===== src/hdl/ilws_pkg.sv =====
// Package for the indexed list block: sizes, action and status codes, cell
// commands, result record and the capacity growth and shrink functions.
// Depends on nothing.
`default_nettype none

package ilws_pkg;

    localparam int DEPTH        = 64;
    localparam int MIN_CAPACITY = 8;
    localparam int CELL_WIDTH   = 64;

    localparam int ACT_W  = 3;
    localparam int IDX_FW = 7;
    localparam int VAL_W  = 64;
    localparam int LEN_FW = 7;

    localparam int CNT_W  = $clog2(DEPTH + 1);
    localparam int CMP_W  = (CNT_W > IDX_FW) ? CNT_W : IDX_FW;
    localparam int WK_W   = CMP_W + 1;
    localparam int STEPS  = $clog2(DEPTH) + 1;

    typedef enum logic [ACT_W-1:0] {
        ACT_GET    = 3'd0,
        ACT_SET    = 3'd1,
        ACT_APPEND = 3'd2,
        ACT_INSERT = 3'd3,
        ACT_DELETE = 3'd4,
        ACT_CLEAR  = 3'd5,
        ACT_STEP   = 3'd6
    } action_t;

    typedef enum logic [1:0] {
        ST_OK     = 2'd0,
        ST_BOUNDS = 2'd1,
        ST_FULL   = 2'd2
    } status_t;

    typedef enum logic [1:0] {
        CELL_HOLD   = 2'd0,
        CELL_WRITE  = 2'd1,
        CELL_INSERT = 2'd2,
        CELL_DELETE = 2'd3
    } cell_cmd_t;

    typedef struct packed {
        cell_cmd_t             cmd;
        logic [CMP_W-1:0]      pos;
        logic [CELL_WIDTH-1:0] data;
    } cell_ctl_t;

    typedef struct packed {
        logic [VAL_W-1:0]  read_value;
        logic [LEN_FW-1:0] list_length;
        logic [LEN_FW-1:0] capacity;
        status_t           status;
        logic              has_more;
        logic [IDX_FW-1:0] next_index;
    } result_t;

    function automatic logic [WK_W-1:0] grow_cap(input logic [WK_W-1:0] cap,
                                                 input logic [WK_W-1:0] need);
        logic [WK_W-1:0] size;
        size = (cap != '0) ? cap : WK_W'(MIN_CAPACITY);
        for (int k = 0; k < STEPS; k++)
        begin
            if (size < need && size < WK_W'(DEPTH))
            begin
                size = size << 1;
            end
        end
        if (size > WK_W'(DEPTH))
        begin
            size = WK_W'(DEPTH);
        end
        if (need <= cap)
        begin
            size = cap;
        end
        return size;
    endfunction

    function automatic logic [WK_W-1:0] shrink_cap(input logic [WK_W-1:0] cap,
                                                   input logic [WK_W-1:0] len);
        logic [WK_W-1:0] size;
        size = cap >> 1;
        for (int k = 0; k < STEPS; k++)
        begin
            if ((size >> 2) >= len && size > WK_W'(MIN_CAPACITY))
            begin
                size = size >> 1;
            end
        end
        if (size < WK_W'(MIN_CAPACITY))
        begin
            size = WK_W'(MIN_CAPACITY);
        end
        if (cap <= WK_W'(MIN_CAPACITY) || (cap >> 2) < len)
        begin
            size = cap;
        end
        return size;
    endfunction

endpackage

`default_nettype wire


===== src/hdl/ilws_cell.sv =====
// One storage cell of the list row: holds one element, loads, takes from
// either neighbor, and taps its value for a read. Depends on ilws_pkg.
`default_nettype none

module ilws_cell (
    input  wire logic                            clk,
    input  wire ilws_pkg::cell_ctl_t             ctl,
    input  wire logic [ilws_pkg::CMP_W-1:0]      my_pos,
    input  wire logic [ilws_pkg::CMP_W-1:0]      rd_pos,
    input  wire logic [ilws_pkg::CELL_WIDTH-1:0] left_val,
    input  wire logic [ilws_pkg::CELL_WIDTH-1:0] right_val,
    output      logic [ilws_pkg::CELL_WIDTH-1:0] val,
    output      logic [ilws_pkg::CELL_WIDTH-1:0] tap
);
    import ilws_pkg::*;

    logic [CELL_WIDTH-1:0] val_reg;
    logic [CELL_WIDTH-1:0] val_next;

    always_comb
    begin
        val_next = val_reg;
        unique case (ctl.cmd)
            CELL_HOLD:
            begin
                val_next = val_reg;
            end
            CELL_WRITE:
            begin
                if (my_pos == ctl.pos)
                begin
                    val_next = ctl.data;
                end
            end
            CELL_INSERT:
            begin
                if (my_pos == ctl.pos)
                begin
                    val_next = ctl.data;
                end
                else if (my_pos > ctl.pos)
                begin
                    val_next = left_val;
                end
            end
            CELL_DELETE:
            begin
                if (my_pos >= ctl.pos)
                begin
                    val_next = right_val;
                end
            end
            default:
            begin
                val_next = val_reg;
            end
        endcase
    end

    always_ff @(posedge clk)
    begin
        val_reg <= val_next;
    end

    assign val = val_reg;
    assign tap = (my_pos == rd_pos) ? val_reg : '0;

endmodule

`default_nettype wire


===== config.mk =====
export PLATFORM = sky130hd
export DESIGN_NAME = ilws_cell
export DESIGN_NICKNAME = d
export VERILOG_FILES = /design/src/hdl/ilws_pkg.sv /design/src/hdl/ilws_cell.sv
export SDC_FILE = /design/constraint.sdc
export NUM_CORES = 1
export LEC_CHECK = 0
export BUFFER_PORTS_ARGS = -buffer_cell sky130_fd_sc_hd__buf_2
export CORE_AREA = 3 3 131 133
export DETAILED_ROUTE_END_ITERATION = 8
export DIE_AREA = 0 0 134 136
export GPL_TIMING_DRIVEN = 0
export PLACE_DENSITY_LB_ADDON = 0.05
export SLEW_MARGIN = 5
export SYNTH_ARGS = -nofsm -noshare
export SYNTH_HDL_FRONTEND = slang
export SYNTH_SLANG_ARGS = --single-unit

===== constraint.sdc =====
create_clock -name clk -period 4.9 [get_ports clk]
set_input_delay 0.245 -clock clk [delete_from_list [all_inputs] [get_ports clk]]
set_output_delay 0.245 -clock clk [all_outputs]
set_load 0.01 [all_outputs]

==> impl_metrics.tcl <==
set metrics [dict create \
    core_area_um2 15900 \
    slew_viol_final 0 \
    cts_root_buffer "clkbuf_16" \
    clk_pin_slew_ns 0.06 \
    netlist_instances 319 \
    finalSetupViolations 0 \
    sw_frac_of_total 0.253 \
    largest_register_ffs 64 \
    synth-warning-count 0 \
    area_growth_syn_to_layout_pct 59.9 \
    ant_nets 0 \
    p_per_area_nw_per_um2 267 \
    postCtsSetupBuffers 0 \
    io_pins 344 \
    rsz0062_at_grt "false" \
    synth_top_area_cell "edfxtp_1" \
    fmax_ghz 0.454 \
    cp-end-kind "output pin" \
    ir_drop_uv 141 \
    final_cell_mix "buf_2, and2_1, edfxtp_1" \
    vias 3933 \
    p_switching_uw 427 \
    dp_hpwl_mm 13.1 \
    final_common_cell "buf_2" \
    h-tree-depth 3 \
    syn_nets 542 \
    critical_path_class "in2out" \
    pwr-share-clk 0.366 \
    grtUsageMet3 0.0470 \
    cts_tree "done" \
    routed_wirelength_mm 15.9 \
    via_per_inst 4.38 \
    synth_area_leaders "edfxtp_1, o221a_2, and2_1" \
    internal-power_uw 1260 \
    comb_power_share 0.213 \
    core.rowCount 46 \
    drt_iter0_markers 166 \
    cap_violations 0 \
    finalNetCount 899 \
    ys_seq_area_frac 0.487 \
    nFillCells 1642 \
    fin_crit_sh 0.449 \
    tightest_slew_ns 0.932 \
    drt_first_pass_iters 4 \
    yosys_register_bits 64 \
    drive_gt1_frac 0.618 \
    dieArea_um2 18200 \
    crit_fanout 10 \
    grt_pass1_vias 3928 \
    die_h_um 136 \
    synth_top_area_share 0.487 \
    antenna_cells 0 \
    clock_sinks 64 \
    worstPathRequired_ns 4.66 \
    final_hold_viol_count 0 \
    grt_max_degree 25 \
    synth_cell_type_count 26 \
    portBuffers 343 \
    antenna_found_initial 4 \
    busiest_layer "met2" \
    hold_slack_ns 0.248 \
    grtUsageMet1 0.180 \
    cp.arrival_ns 1.96 \
    grt_pass1_wl_mm 22.5 \
    p_leak_uw 0.00303 \
    overflow 0 \
    routedWlPerCell_um 17.7 \
    ctsResizeCount 0 \
    ctsHoldBuffers 0 \
    placedCellCount 881 \
    place_congestion 0.808 \
    numCtsBuffers 9 \
    max_slew_margin 0.374 \
    tns_ns 0 \
    fin_cells 897 \
    post-route-util 0.396 \
    grt.total_usage 0.163 \
    met2_usage 0.301 \
    die_w_um 134 \
    drc 0 \
    fin_crit_ns 2.20 \
    seq_power_share 0.421 \
    crit_path_start_kind "input port" \
    hp-class "in2reg" \
    synthesis.area_um2 3950 \
    avgSynthCellArea_um2 12.4 \
    clk_path_buf_depth 2 \
    status "finished clean" \
    start_util 0.248 \
]
## worst max-delay path, stage by stage
cell	delay, ns
buf_2	0.11
xnor2_1	0.15
nand4_1	0.18
nor4_4	0.73
buf_6	0.24
and2_1	0.13
buf_2	0.15
## Yosys cell counts
| cell | n |
|---|---|
| xor2_1 | 3 |
| nand2b_1 | 61 |
| buf_2 | 6 |
| a211oi_1 | 1 |
| and2_1 | 64 |
| buf_6 | 13 |
| a21o_1 | 1 |
| or3b_1 | 1 |
| o31ai_2 | 1 |
| nand4_1 | 1 |
| a21oi_1 | 2 |
| ha_1 | 7 |
| o221a_1 | 23 |
| nor2_1 | 2 |
| or3_1 | 1 |
| nand3_1 | 2 |
| o221a_2 | 41 |
| clkbuf_1 | 6 |
| edfxtp_1 | 64 |
| a31oi_1 | 1 |
| nor4_4 | 1 |
| nand2_1 | 1 |
| or2b_1 | 4 |
| xnor2_1 | 4 |
| nand4_2 | 1 |
| inv_1 | 7 |
## cell type report
type | count | area (µm²) | area share
repair buffers | 346 | 1800 | 0.285
clock inverters | 4 | 45.0 | 0.00713
well taps | 216 | 270 | 0.0428
plain buffers | 25 | 199 | 0.0315
multi-input cells | 223 | 1820 | 0.288
flip-flops and latches | 64 | 1920 | 0.304
inverters | 7 | 26.3 | 0.00416
clock buffers | 12 | 236 | 0.0374
## worst paths after layout
check,startpoint,endpoint,slack [ns],cells after the start
setup / recovery,my_pos[3],tap[52],2.70,7
hold / removal,left_val[13],val[13],0.25,2
## per-stage QoR
stage,power (µW),worst slack (ns),cell area [µm²]
floorplan,884,0.0342,3950
global placement,1080,-1.83,5940
detailed placement,1090,2.35,6030
CTS,1720,2.63,6310
global route,1770,2.55,6310
finish,1690,2.70,6310
## logic make-up (layout without fill, tap and decap cells)
family / Yosys count / after routing / share of synthesized area
AOI/OAI and AO/OA: 70 / 70 / 0.194
xor gates and xnor gates: 7 / 7 / 0.0155
adders and majority gates: 7 / 7 / 0.0222
buffers and inverters: 32 / 394 / 0.0570
DFF: 64 / 64 / 0.487
and+or+nand+nor: 139 / 139 / 0.225
## power by group through the flow
stage	Combinational (µW)	Clock (µW)	Sequential (µW)
floorplan	134	0	750
global placement	349	0	730
detailed placement	367	0	722
CTS	367	644	712
global route	392	662	717
finish	360	619	710
## per-layer routing
metal | up-vias | share of wire
li1 | 1934 | -
met1 | 1779 | 0.38
met2 | 194 | 0.53
met3 | 18 | 0.081
met4 | 8 | 0.013
met5 | - | 0.0032
Note: power is estimated with default switching activity, not from simulation.
