===== src/hdl/ilws_pkg.sv =====
// Package for the indexed list block: sizes, action and status codes, cell
// commands, result record and the capacity growth and shrink functions.
// Depends on nothing.
`default_nettype none

package ilws_pkg;

    localparam int DEPTH        = 64;
    localparam int MIN_CAPACITY = 8;
    localparam int CELL_WIDTH   = 64;

    localparam int ACT_W  = 3;
    localparam int IDX_FW = 7;
    localparam int VAL_W  = 64;
    localparam int LEN_FW = 7;

    localparam int CNT_W  = $clog2(DEPTH + 1);
    localparam int CMP_W  = (CNT_W > IDX_FW) ? CNT_W : IDX_FW;
    localparam int WK_W   = CMP_W + 1;
    localparam int STEPS  = $clog2(DEPTH) + 1;

    typedef enum logic [ACT_W-1:0] {
        ACT_GET    = 3'd0,
        ACT_SET    = 3'd1,
        ACT_APPEND = 3'd2,
        ACT_INSERT = 3'd3,
        ACT_DELETE = 3'd4,
        ACT_CLEAR  = 3'd5,
        ACT_STEP   = 3'd6
    } action_t;

    typedef enum logic [1:0] {
        ST_OK     = 2'd0,
        ST_BOUNDS = 2'd1,
        ST_FULL   = 2'd2
    } status_t;

    typedef enum logic [1:0] {
        CELL_HOLD   = 2'd0,
        CELL_WRITE  = 2'd1,
        CELL_INSERT = 2'd2,
        CELL_DELETE = 2'd3
    } cell_cmd_t;

    typedef struct packed {
        cell_cmd_t             cmd;
        logic [CMP_W-1:0]      pos;
        logic [CELL_WIDTH-1:0] data;
    } cell_ctl_t;

    typedef struct packed {
        logic [VAL_W-1:0]  read_value;
        logic [LEN_FW-1:0] list_length;
        logic [LEN_FW-1:0] capacity;
        status_t           status;
        logic              has_more;
        logic [IDX_FW-1:0] next_index;
    } result_t;

    function automatic logic [WK_W-1:0] grow_cap(input logic [WK_W-1:0] cap,
                                                 input logic [WK_W-1:0] need);
        logic [WK_W-1:0] size;
        size = (cap != '0) ? cap : WK_W'(MIN_CAPACITY);
        for (int k = 0; k < STEPS; k++)
        begin
            if (size < need && size < WK_W'(DEPTH))
            begin
                size = size << 1;
            end
        end
        if (size > WK_W'(DEPTH))
        begin
            size = WK_W'(DEPTH);
        end
        if (need <= cap)
        begin
            size = cap;
        end
        return size;
    endfunction

    function automatic logic [WK_W-1:0] shrink_cap(input logic [WK_W-1:0] cap,
                                                   input logic [WK_W-1:0] len);
        logic [WK_W-1:0] size;
        size = cap >> 1;
        for (int k = 0; k < STEPS; k++)
        begin
            if ((size >> 2) >= len && size > WK_W'(MIN_CAPACITY))
            begin
                size = size >> 1;
            end
        end
        if (size < WK_W'(MIN_CAPACITY))
        begin
            size = WK_W'(MIN_CAPACITY);
        end
        if (cap <= WK_W'(MIN_CAPACITY) || (cap >> 2) < len)
        begin
            size = cap;
        end
        return size;
    endfunction

endpackage

`default_nettype wire


===== src/hdl/ilws_ctrl.sv =====
// List control: length and capacity registers, bounds and fullness checks,
// cell row command and result fields. Depends on ilws_pkg.
`default_nettype none

module ilws_ctrl (
    input  wire logic                         clk,
    input  wire logic                         rst_n,
    input  wire logic                         fire,
    input  wire logic [ilws_pkg::ACT_W-1:0]   action,
    input  wire logic [ilws_pkg::IDX_FW-1:0]  index,
    input  wire logic [ilws_pkg::VAL_W-1:0]   value,
    output      ilws_pkg::cell_ctl_t          ctl,
    output      ilws_pkg::result_t            res,
    output      logic                         rd_en,
    output      logic [ilws_pkg::CNT_W-1:0]   cur_len
);
    import ilws_pkg::*;

    logic [CNT_W-1:0] len_reg;
    logic [CNT_W-1:0] len_next;
    logic [CNT_W-1:0] cap_reg;
    logic [CNT_W-1:0] cap_next;
    logic [CMP_W-1:0] idx_x;
    logic [CMP_W-1:0] len_x;
    logic [CMP_W-1:0] idx_inc;
    logic             full;
    status_t          status;
    logic             more;
    logic [CMP_W-1:0] nxt;
    cell_cmd_t        cmd;

    assign idx_x   = CMP_W'(index);
    assign len_x   = CMP_W'(len_reg);
    assign idx_inc = idx_x + CMP_W'(1);
    assign full    = len_x >= CMP_W'(DEPTH);

    always_comb
    begin
        len_next = len_reg;
        cap_next = cap_reg;
        status   = ST_OK;
        more     = 1'b0;
        nxt      = '0;
        rd_en    = 1'b0;
        cmd      = CELL_HOLD;
        ctl.pos  = idx_x;
        unique case (action_t'(action))
            ACT_GET:
            begin
                if (idx_x >= len_x)
                begin
                    status = ST_BOUNDS;
                end
                else
                begin
                    rd_en = 1'b1;
                end
            end
            ACT_SET:
            begin
                if (idx_x >= len_x)
                begin
                    status = ST_BOUNDS;
                end
                else
                begin
                    cmd = CELL_WRITE;
                end
            end
            ACT_APPEND:
            begin
                if (full)
                begin
                    status = ST_FULL;
                end
                else
                begin
                    cmd      = CELL_WRITE;
                    ctl.pos  = len_x;
                    len_next = len_reg + CNT_W'(1);
                    cap_next = CNT_W'(grow_cap(WK_W'(cap_reg),
                                               WK_W'(len_reg) + WK_W'(1)));
                end
            end
            ACT_INSERT:
            begin
                if (idx_x > len_x)
                begin
                    status = ST_BOUNDS;
                end
                else if (full)
                begin
                    status = ST_FULL;
                end
                else
                begin
                    cmd      = CELL_INSERT;
                    len_next = len_reg + CNT_W'(1);
                    cap_next = CNT_W'(grow_cap(WK_W'(cap_reg),
                                               WK_W'(len_reg) + WK_W'(1)));
                end
            end
            ACT_DELETE:
            begin
                if (idx_x >= len_x)
                begin
                    status = ST_BOUNDS;
                end
                else
                begin
                    cmd      = CELL_DELETE;
                    len_next = len_reg - CNT_W'(1);
                    cap_next = CNT_W'(shrink_cap(WK_W'(cap_reg),
                                                 WK_W'(len_reg) - WK_W'(1)));
                end
            end
            ACT_CLEAR:
            begin
                len_next = '0;
                cap_next = '0;
            end
            ACT_STEP:
            begin
                if (idx_x < len_x)
                begin
                    more = 1'b1;
                    nxt  = idx_inc;
                end
                else
                begin
                    nxt = idx_x;
                end
            end
            default:
            begin
                status = ST_OK;
            end
        endcase
        ctl.cmd  = fire ? cmd : CELL_HOLD;
        ctl.data = value[CELL_WIDTH-1:0];
    end

    always_comb
    begin
        res.read_value  = '0;
        res.list_length = LEN_FW'(len_next);
        res.capacity    = LEN_FW'(cap_next);
        res.status      = status;
        res.has_more    = more;
        res.next_index  = nxt[IDX_FW-1:0];
    end

    always_ff @(posedge clk or negedge rst_n)
    begin
        if (!rst_n)
        begin
            len_reg <= '0;
            cap_reg <= '0;
        end
        else if (fire)
        begin
            len_reg <= len_next;
            cap_reg <= cap_next;
        end
    end

    assign cur_len = len_reg;

endmodule

`default_nettype wire

===== config.mk =====
export PLATFORM = sky130hd
export DESIGN_NAME = ilws_ctrl
export DESIGN_NICKNAME = d
export VERILOG_FILES = /design/src/hdl/ilws_pkg.sv /design/src/hdl/ilws_ctrl.sv
export SDC_FILE = /design/constraint.sdc
export NUM_CORES = 1
export LEC_CHECK = 0
export ABC_CLOCK_PERIOD_IN_PS = 31200
export BUFFER_PORTS_ARGS = -buffer_cell sky130_fd_sc_hd__buf_2
export CELL_PAD_IN_SITES_DETAIL_PLACEMENT = 0
export CELL_PAD_IN_SITES_GLOBAL_PLACEMENT = 1
export CORE_UTILIZATION = 39
export CTS_BUF_LIST = sky130_fd_sc_hd__clkbuf_8 sky130_fd_sc_hd__clkbuf_16
export CTS_CLUSTER_SIZE = 16
export DETAILED_ROUTE_END_ITERATION = 7
export PLACE_DENSITY = 0.85
export SYNTH_ARGS = -nofsm -noshare
export SYNTH_HDL_FRONTEND = slang
export SYNTH_SLANG_ARGS = --single-unit

===== constraint.sdc =====
create_clock -name clk -period 31.2 [get_ports clk]
set_input_delay 3.12 -clock clk [delete_from_list [all_inputs] [get_ports clk]]
set_output_delay 3.12 -clock clk [all_outputs]
set_load 0.01 [all_outputs]

==> impl_metrics.toml, run 1 <==
[sta]
finalCriticalPeriod_ns = 20.44
drv_slew = 0
post-route-period-util = 0.655
fin_worst_skew_ns = 0.00598
fmax_ghz = 0.0489
hold_viol = 0
worstMarginPinSlew_ns = 1.01
setup_viol = 0
rsz0062_at_grt = "false"
final.setup.tns_ns = 0
hold_ws_ns = 0.823
slew_headroom = 0.309

[yosys]
synth_cell_types = 80
synth_adder_area_share = 0.178
synthMuxAreaShare = 0.0513
synth.avg_cell_area_um2 = 7.09
async_flop_share = 1.00
synthSimpleGateAreaFrac = 0.195
synth.yosys.warnings = 0
netlist_area_um2 = 6850
seq_area_frac_synth = 0.0511
ys.flop_type = "dfrtp_1"
synthXorXnorAreaFrac = 0.0217
synth_top_family_by_area = "compound AO/OA/AOI/OAI gates"
ys_ff_latch = 14
synthCells = 966
synth-edff-count = 0
synth_compound_area_frac = 0.299

[finish]
nNetsFinal = 1096
area_growth_pct = -3.51
drive_above_1_share = 0.108
num-fill-cells = 1842
antenna_cells = 0

[power_and_ir_drop]
p_comb_frac = 0.930
leakagePower_nw = 3.21
irDropWorstVdd_mv = 0.0780
clockPowerShare = 0.028
seqPwrFrac = 0.041
p_sw_w = 0.000582
switching_share = 0.591
p_int_w = 0.000403
power_w = 0.000985
p_per_area_nw_per_um2 = 149

[drt]
firstDrtPassIters = 7
drt_iter0_drc = 585
route.detailed.wl_per_inst_um = 16.6
vias = 6726
vias_per_cell = 5.86
drc = 0
wl_mm = 19.0
antenna_left = 0

[setup_path]
cpMostUsedCell = "ha_1"
cp_slowest_cell = "a2111oi_0"
max_stage_delay_ns = 0.86
critPathKind = "reg -> out"
start_kind = "flip-flop"
crit_start = "cur_len[0]"
arrival_ns = 17.32
cp_max_fo = 19
r2r-start = "cur_len[0]"
required_ns = 28.08
endpoint_kind = "primary output"

[cts]
htreeDepth = 1
cts_sinks = 14
clk_pin_slew_ns = 0.05
clock_path_buffers = 2
cts_resized = 0
cts_tree = "done"
ctsHoldBuffers = 0
cts_root_buf = "clkbuf_16"
clk_latency_ns = 0.25
numCtsBuffers = 3
cts_setup_buffers = 0

[placed_design]
dp_hpwl_mm = 14.8
io_buffers = 53
gp_congestion = 0.906

[floorplan]
core_um2 = 17200
pin_count = 246
die_x_um = 135
fp-row-count = 48
die-area_um2 = 18100
die_h_um = 135
initial_core_util = 0.397

[global_routing]
track_usage = 0.206
grt_max_degree = 25
antenna_found_initial = 0
grt_pass1_vias = 6162
grt-ovfl-total = 0
grt_pass1_wl_mm = 30.9

[hold_path]
min_path_type = "reg -> reg"
hp-start = "cap_reg[1]"

[run]
drv_cap = 0

[run_status]
outcome = "finished clean"
-- through the flow --
stage                util  area (um2)  instances  worst slack, ns
finish              0.383        6610       1147            10.76
global route        0.383        6610       1147             9.36
CTS                 0.383        6610       1147            11.06
detailed placement  0.378        6520       1143            11.39
global placement    0.378        6520       1143            11.84
floorplan               -        7100       1033            13.87
-- synth_stat cells, types with 4 or more instances --
cell type  instances  area (um2)
a2111oi_0          4        35.0
o21a_1             7        52.6
o22ai_1            5        31.3
nand2_1           76         285
or3_1              5        31.3
and3_1            10        62.6
buf_4            130         976
o21ai_0           65         325
a221o_1            7        70.1
o31ai_1            6        45.0
buf_2              7        35.0
and2_1             9        56.3
a211o_1            4        35.0
nor2_1            55         206
nor4_1             7        43.8
a31oi_1            7        43.8
mux2i_1           16         160
a221oi_1           6        52.6
o21ai_1           13        65.1
a22oi_1            7        52.6
nand2b_1          21         131
dfrtp_1           14         350
o211ai_1          11        82.6
mux2_2            17         191
a211oi_1          17         128
xor2_1             4        35.0
clkinv_1           4        15.0
nor2b_1           13        81.3
nand3_1           28         140
o21bai_1           5        37.5
ha_1              96        1200
inv_1             52         195
a21oi_1           62         310
clkbuf_1          32         120
xnor2_1           13         114
a21o_1            28         210
nand4_1           17         106
nor3_1            15        75.1
-- layout by cell type (no fill, tap or decap), drive strengths merged, types with 5 or more instances in the layout --
cell	count
a211oi	18
a21o	28
a21oi	62
a221o	7
a221oi	6
a22oi	7
a31oi	9
and2	9
and3	10
buf	59
conb	68
dfrtp	14
ha	96
inv	54
mux2	17
mux2i	16
nand2	76
nand2b	21
nand3	28
nand4	17
nor2	56
nor2b	13
nor3	15
nor4	7
o211ai	11
o21a	7
o21ai	79
o21bai	5
o22ai	6
o31ai	6
or3	5
xnor2	13
-- final timing paths --
check	cells after the start	slack (ns)	to
min in group asynchronous	1	2.78	cap_reg[4]
setup reg to reg	61	14.02	cap_reg[5]
hold reg to reg	2	0.82	cap_reg[1]
max in group asynchronous	1	28.16	cur_len[0]
setup / recovery	62	10.76	res[11]
hold / removal	2	0.82	cap_reg[1]
-- cell type report --
cell class                      count  area (um2)  share of cell area
Tap cell                          225         282              0.0426
Multi-Input combinational cell    787        5360               0.811
Clock buffer                        4        88.8              0.0134
Sequential cell                    14         350              0.0530
Inverter                           58         218              0.0329
Timing Repair Buffer               59         310              0.0469
-- power by group through the flow --
stage | clock, W | combinational [W] | sequential, W
after floorplan | 0 | 0.000727 | 0.0000289
after global placement | 0 | 0.000888 | 0.0000401
after detailed placement | 0 | 0.000898 | 0.0000403
after global routing | 0.0000285 | 0.00103 | 0.0000418
after CTS | 0.0000277 | 0.000904 | 0.0000400
final | 0.0000276 | 0.000916 | 0.0000409
-- kinds of logic (layout without fill, tap and decap cells) --
logic type / count (synthesis) / in the layout
compound gates: 301 / 301
xor+xnor: 17 / 17
fa+ha+maj: 98 / 98
buf+inv: 232 / 121
flops: 14 / 14
mux: 33 / 33
other cells: 1 / 68
simple gates: 270 / 270
-- per-layer routing --
layer  global-route usage  share of wire  vias to the layer above
li1                     -              -                     3268
met1                0.276           0.45                     3160
met2                0.351           0.47                      261
met3               0.0180          0.057                       37
met4               0.0581          0.021                        0
met5                    0              0                        -
-- worst max-delay path, delay by kind of cell (launching register included) --
family | cells | cell delay, ns
mux | 4 | 1.45
simple gates | 12 | 2.48
fa+ha+maj | 8 | 2.81
compound gates | 31 | 7.98
flops | 1 | 0.80
buf+inv | 7 | 1.55
(Power assumes the default switching activity.)
==> run 2, diff against run 1 <==
Settings changed: ABC_CLOCK_PERIOD_IN_PS 31200 to 17500, CORE_UTILIZATION 39 to 33, PLACE_DENSITY 0.85 to 0.76.
Clock period 31.2 ns to 17.5 ns, I/O delays scaled along.
==> impl_metrics.toml, run 2 (synthesized netlist as in run 1, its figures left out) <==
[sta]
hold_viol = 0
fin_worst_skew_ns = 0.00399
slew_headroom = 0.449
final.setup.tns_ns = 0
fmax_ghz = 0.0607
post-route-period-util = 0.941
setup_viol = 0
finalCriticalPeriod_ns = 16.47
worstMarginPinSlew_ns = 0.822
drv_slew = 0

[placed_design]
dp_hpwl_mm = 16.0
gp_congestion = 0.897
io_buffers = 53

[cts]
htreeDepth = 1
cts_sinks = 14
numCtsBuffers = 3
cts_tree = "done"
cts_root_buf = "clkbuf_16"
ctsHoldBuffers = 0
clk_pin_slew_ns = 0.05
clock_path_buffers = 2
clk_latency_ns = 0.25

[run]
drv_cap = 0

[setup_path]
required_ns = 15.75
critPathKind = "reg -> out"
cp_max_fo = 14
cpMostUsedCell = "ha_1"
r2r-start = "cur_len[5]"
crit_start = "cur_len[5]"
max_stage_delay_ns = 0.60
cp_slowest_cell = "dfrtp_1"
endpoint_kind = "primary output"
arrival_ns = 14.72
start_kind = "flip-flop"

[finish]
layout_commonest_cell = "ha_1"
num-fill-cells = 2224
nNetsFinal = 1112
multi_input_area_um2 = 5440
antenna_cells = 0
drive_above_1_share = 0.151
final_cell_mix = "ha_1 (95), nand2_1 (76), conb_1 (68)"
seq_area_um2 = 355
area_growth_pct = 0.310

[floorplan]
core_um2 = 20300
initial_core_util = 0.337
die-area_um2 = 21300
die_h_um = 146
pin_count = 246
fp-row-count = 52
die_x_um = 146

[global_routing]
track_usage = 0.185
grt_pass1_vias = 6183
grt_pass1_wl_mm = 32.5
antenna_found_initial = 0
grt_max_degree = 25
grt-ovfl-total = 0

[drt]
wl_mm = 20.4
drc = 0
vias = 6739
antenna_left = 0
vias_per_cell = 5.58
drt_iter0_drc = 411
firstDrtPassIters = 7
route.detailed.wl_per_inst_um = 16.9

[hold_path]
min_path_type = "reg -> reg"
hp-start = "cap_reg[3]"

[run_status]
outcome = "finished clean"
## run 2: cell count changes in the layout (fill, tap and decap cells not counted), sizes merged
| cell | change |
|---|---|
| buf | +16 |
## run 2: what timing repair did
item                       CTS  global route
setup endpoints to repair    0             7
buffers inserted             0             3
resized for setup            0            31
## run 2: cell type report
| class | instances | area share |
|---|---|---|
| Multi-Input combinational cell | 787 | 0.792 |
| Timing Repair Buffer | 75 | 0.0626 |
| Sequential cell | 14 | 0.0517 |
| Tap cell | 270 | 0.0492 |
| Inverter | 58 | 0.0317 |
| Clock buffer | 4 | 0.0129 |
## run 2: path summary, 6_finish.rpt
kind | to | slack (ns) | cells past startpoint
worst max-delay path | res[12] | 1.03 | 62
worst min-delay path | cap_reg[3] | 0.69 | 3
worst max register to register | cap_reg[5] | 2.86 | 62
worst min register to register | cap_reg[3] | 0.69 | 3
max in group asynchronous | cur_len[4] | 15.81 | 1
min in group asynchronous | cap_reg[1] | 1.41 | 1
## run 2: through the flow
stage	instance area, um2	hold WS (ns)	utilization	instances	worst slack [ns]
2_1_floorplan	7100	0.711	-	1033	1.54
3_3_place_gp	6680	0.688	0.329	1201	0.847
3_5_place_dp	6680	0.675	0.329	1201	0.382
4_1_cts	6760	0.685	0.333	1205	0.0824
5_1_grt	6870	0.711	0.339	1208	-0.0500
6_report	6870	0.690	0.339	1208	1.03
## run 2: critical path, delay by kind of cell, from the launching register on
family / cells / cell delay [ns]
XOR/XNOR: 1 / 0.19
multiplexers: 3 / 0.98
buffers and inverters: 8 / 1.20
AO/OA/AOI/OAI: 27 / 6.42
flip-flops: 1 / 0.60
AND/OR/NAND/NOR: 16 / 2.97
adder cells (fa/ha/maj): 7 / 2.10
## run 2: routing by layer
metal	vias to the layer above	track usage	routed length [um]
li1	3281	-	-
met1	3179	0.251	9320
met2	237	0.315	9570
met3	42	0.0163	1110
met4	0	0.0474	373
met5	-	0	0
Power of run 2 is not shown: default switching activity piles up to over one toggle a cycle in this logic, so the estimate is an artifact.
==> run 3, diff against run 2 <==
Settings changed: PLACE_DENSITY 0.76 to 0.81.
==> impl_metrics.toml, run 3 (synthesized netlist as in run 1, its figures left out) <==
[setup_path]
cp_slowest_cell = "dfrtp_1"
cpMostUsedCell = "ha_1"
cp_max_fo = 14
required_ns = 15.75
arrival_ns = 14.65
critPathKind = "reg -> out"
reg2reg_slack_ns = 2.91
rr_endpoint = "cap_reg[5]"
rr_worst_depth = 63
max_stage_delay_ns = 0.60
endpoint_kind = "primary output"
start_kind = "flip-flop"
r2r-start = "cur_len[5]"

[hold_path]
min_path_type = "reg -> reg"
hold_depth = 3
hold_end = "cap_reg[1]"
hp-start = "cap_reg[1]"

[cts]
cts_root_buf = "clkbuf_16"
cts_tree = "done"
clk_pin_slew_ns = 0.05
clock_path_buffers = 2
clk_latency_ns = 0.24
cts_sinks = 14
numCtsBuffers = 3
htreeDepth = 1

[floorplan]
die_x_um = 146
pin_count = 246
die_h_um = 146
initial_core_util = 0.337
die-area_um2 = 21300
core_um2 = 20300
fp-row-count = 52

[finish]
drive_above_1_share = 0.147
antenna_cells = 0
layout_commonest_cell = "ha_1"
area_growth_pct = 0.146
num-fill-cells = 2228
final_cell_mix = "ha_1 (96), nand2_1 (76), conb_1 (68)"
fin_area_um2 = 6860
nNetsFinal = 1110

[drt]
vias = 6725
firstDrtPassIters = 5
antenna_left = 0
vias_per_cell = 5.58
drc = 0
route.detailed.wl_per_inst_um = 16.9
wl_mm = 20.4
drt_iter0_drc = 515

[global_routing]
grt_pass1_vias = 6047
grt-ovfl-total = 0
grt_max_degree = 25
antenna_found_initial = 0
grt_pass1_wl_mm = 32.2
track_usage = 0.182

[sta]
final.setup.tns_ns = 0
setup_viol = 0
slew_headroom = 0.266
fmax_ghz = 0.0610
drv_slew = 0
fin_worst_skew_ns = 0.00369
rsz0062_at_grt = "false"
hold_viol = 0
setup_slack_ns = 1.10
finalCriticalPeriod_ns = 16.40
worstMarginPinSlew_ns = 1.09
post-route-period-util = 0.937

[placed_design]
io_buffers = 53
place_area_um2 = 6670
dp_hpwl_mm = 15.9
gp_congestion = 0.955
place_ws_ns = 0.595

[run]
drv_cap = 0

[run_status]
outcome = "finished clean"
[run 3: cell count changes in the layout (fill, tap and decap cells not counted), sizes merged]
cell / change
buf: -2
[run 3: metal layers]
layer  GRT usage  vias to the layer above  routed length [um]
met4      0.0365                        0                 252
met5           0                        -                   0
met3      0.0209                       25                1240
met2       0.300                      248                9590
met1       0.256                     3174                9300
li1            -                     3278                   -
[run 3: worst max-delay path, delay by kind of cell (launching register included)]
kind | cells | cell delay (ns)
DFF | 1 | 0.60
and+or+nand+nor | 16 | 2.82
buffers and inverters | 7 | 1.15
xor gates and xnor gates | 2 | 0.29
adders and majority gates | 7 | 2.14
AOI/OAI and AO/OA | 28 | 6.12
muxes | 4 | 1.30
[run 3: area by class of cell]
cell class / instances / area [um2] / area share
multi-input combinational: 787 / 5450 / 0.794
timing repair buffer: 73 / 415 / 0.0606
sequential: 14 / 352 / 0.0512
tap: 270 / 338 / 0.0492
inverter: 58 / 218 / 0.0317
clock buffer: 4 / 88.8 / 0.0129
[run 3: worst max-delay path by stage]
stage / startpoint / end / slack (ns)
2_1_floorplan: cur_len[0] / res[13] / 1.54
3_3_place_gp: cur_len[1] / res[11] / 0.97
3_5_place_dp: cur_len[1] / res[11] / 0.60
4_1_cts: cur_len[1] / res[11] / 0.30
5_1_grt: cur_len[1] / res[13] / 0.07
6_report: cur_len[5] / res[11] / 1.10
[run 3: through the flow]
step | utilization | cells | hold WS, ns
global placement | 0.328 | 1200 | 0.674
finish | 0.338 | 1206 | 0.684
CTS | 0.333 | 1204 | 0.680
floorplan | - | 1033 | 0.711
global route | 0.338 | 1206 | 0.701
detailed placement | 0.328 | 1200 | 0.669
[run 3: repair_timing]
action,4_1_cts,5_1_grt
gates resized for setup,0,28
buffers inserted,0,2
hold buffers,0,0
setup endpoints to repair,0,7
Power of run 3 is left out for the same reason.
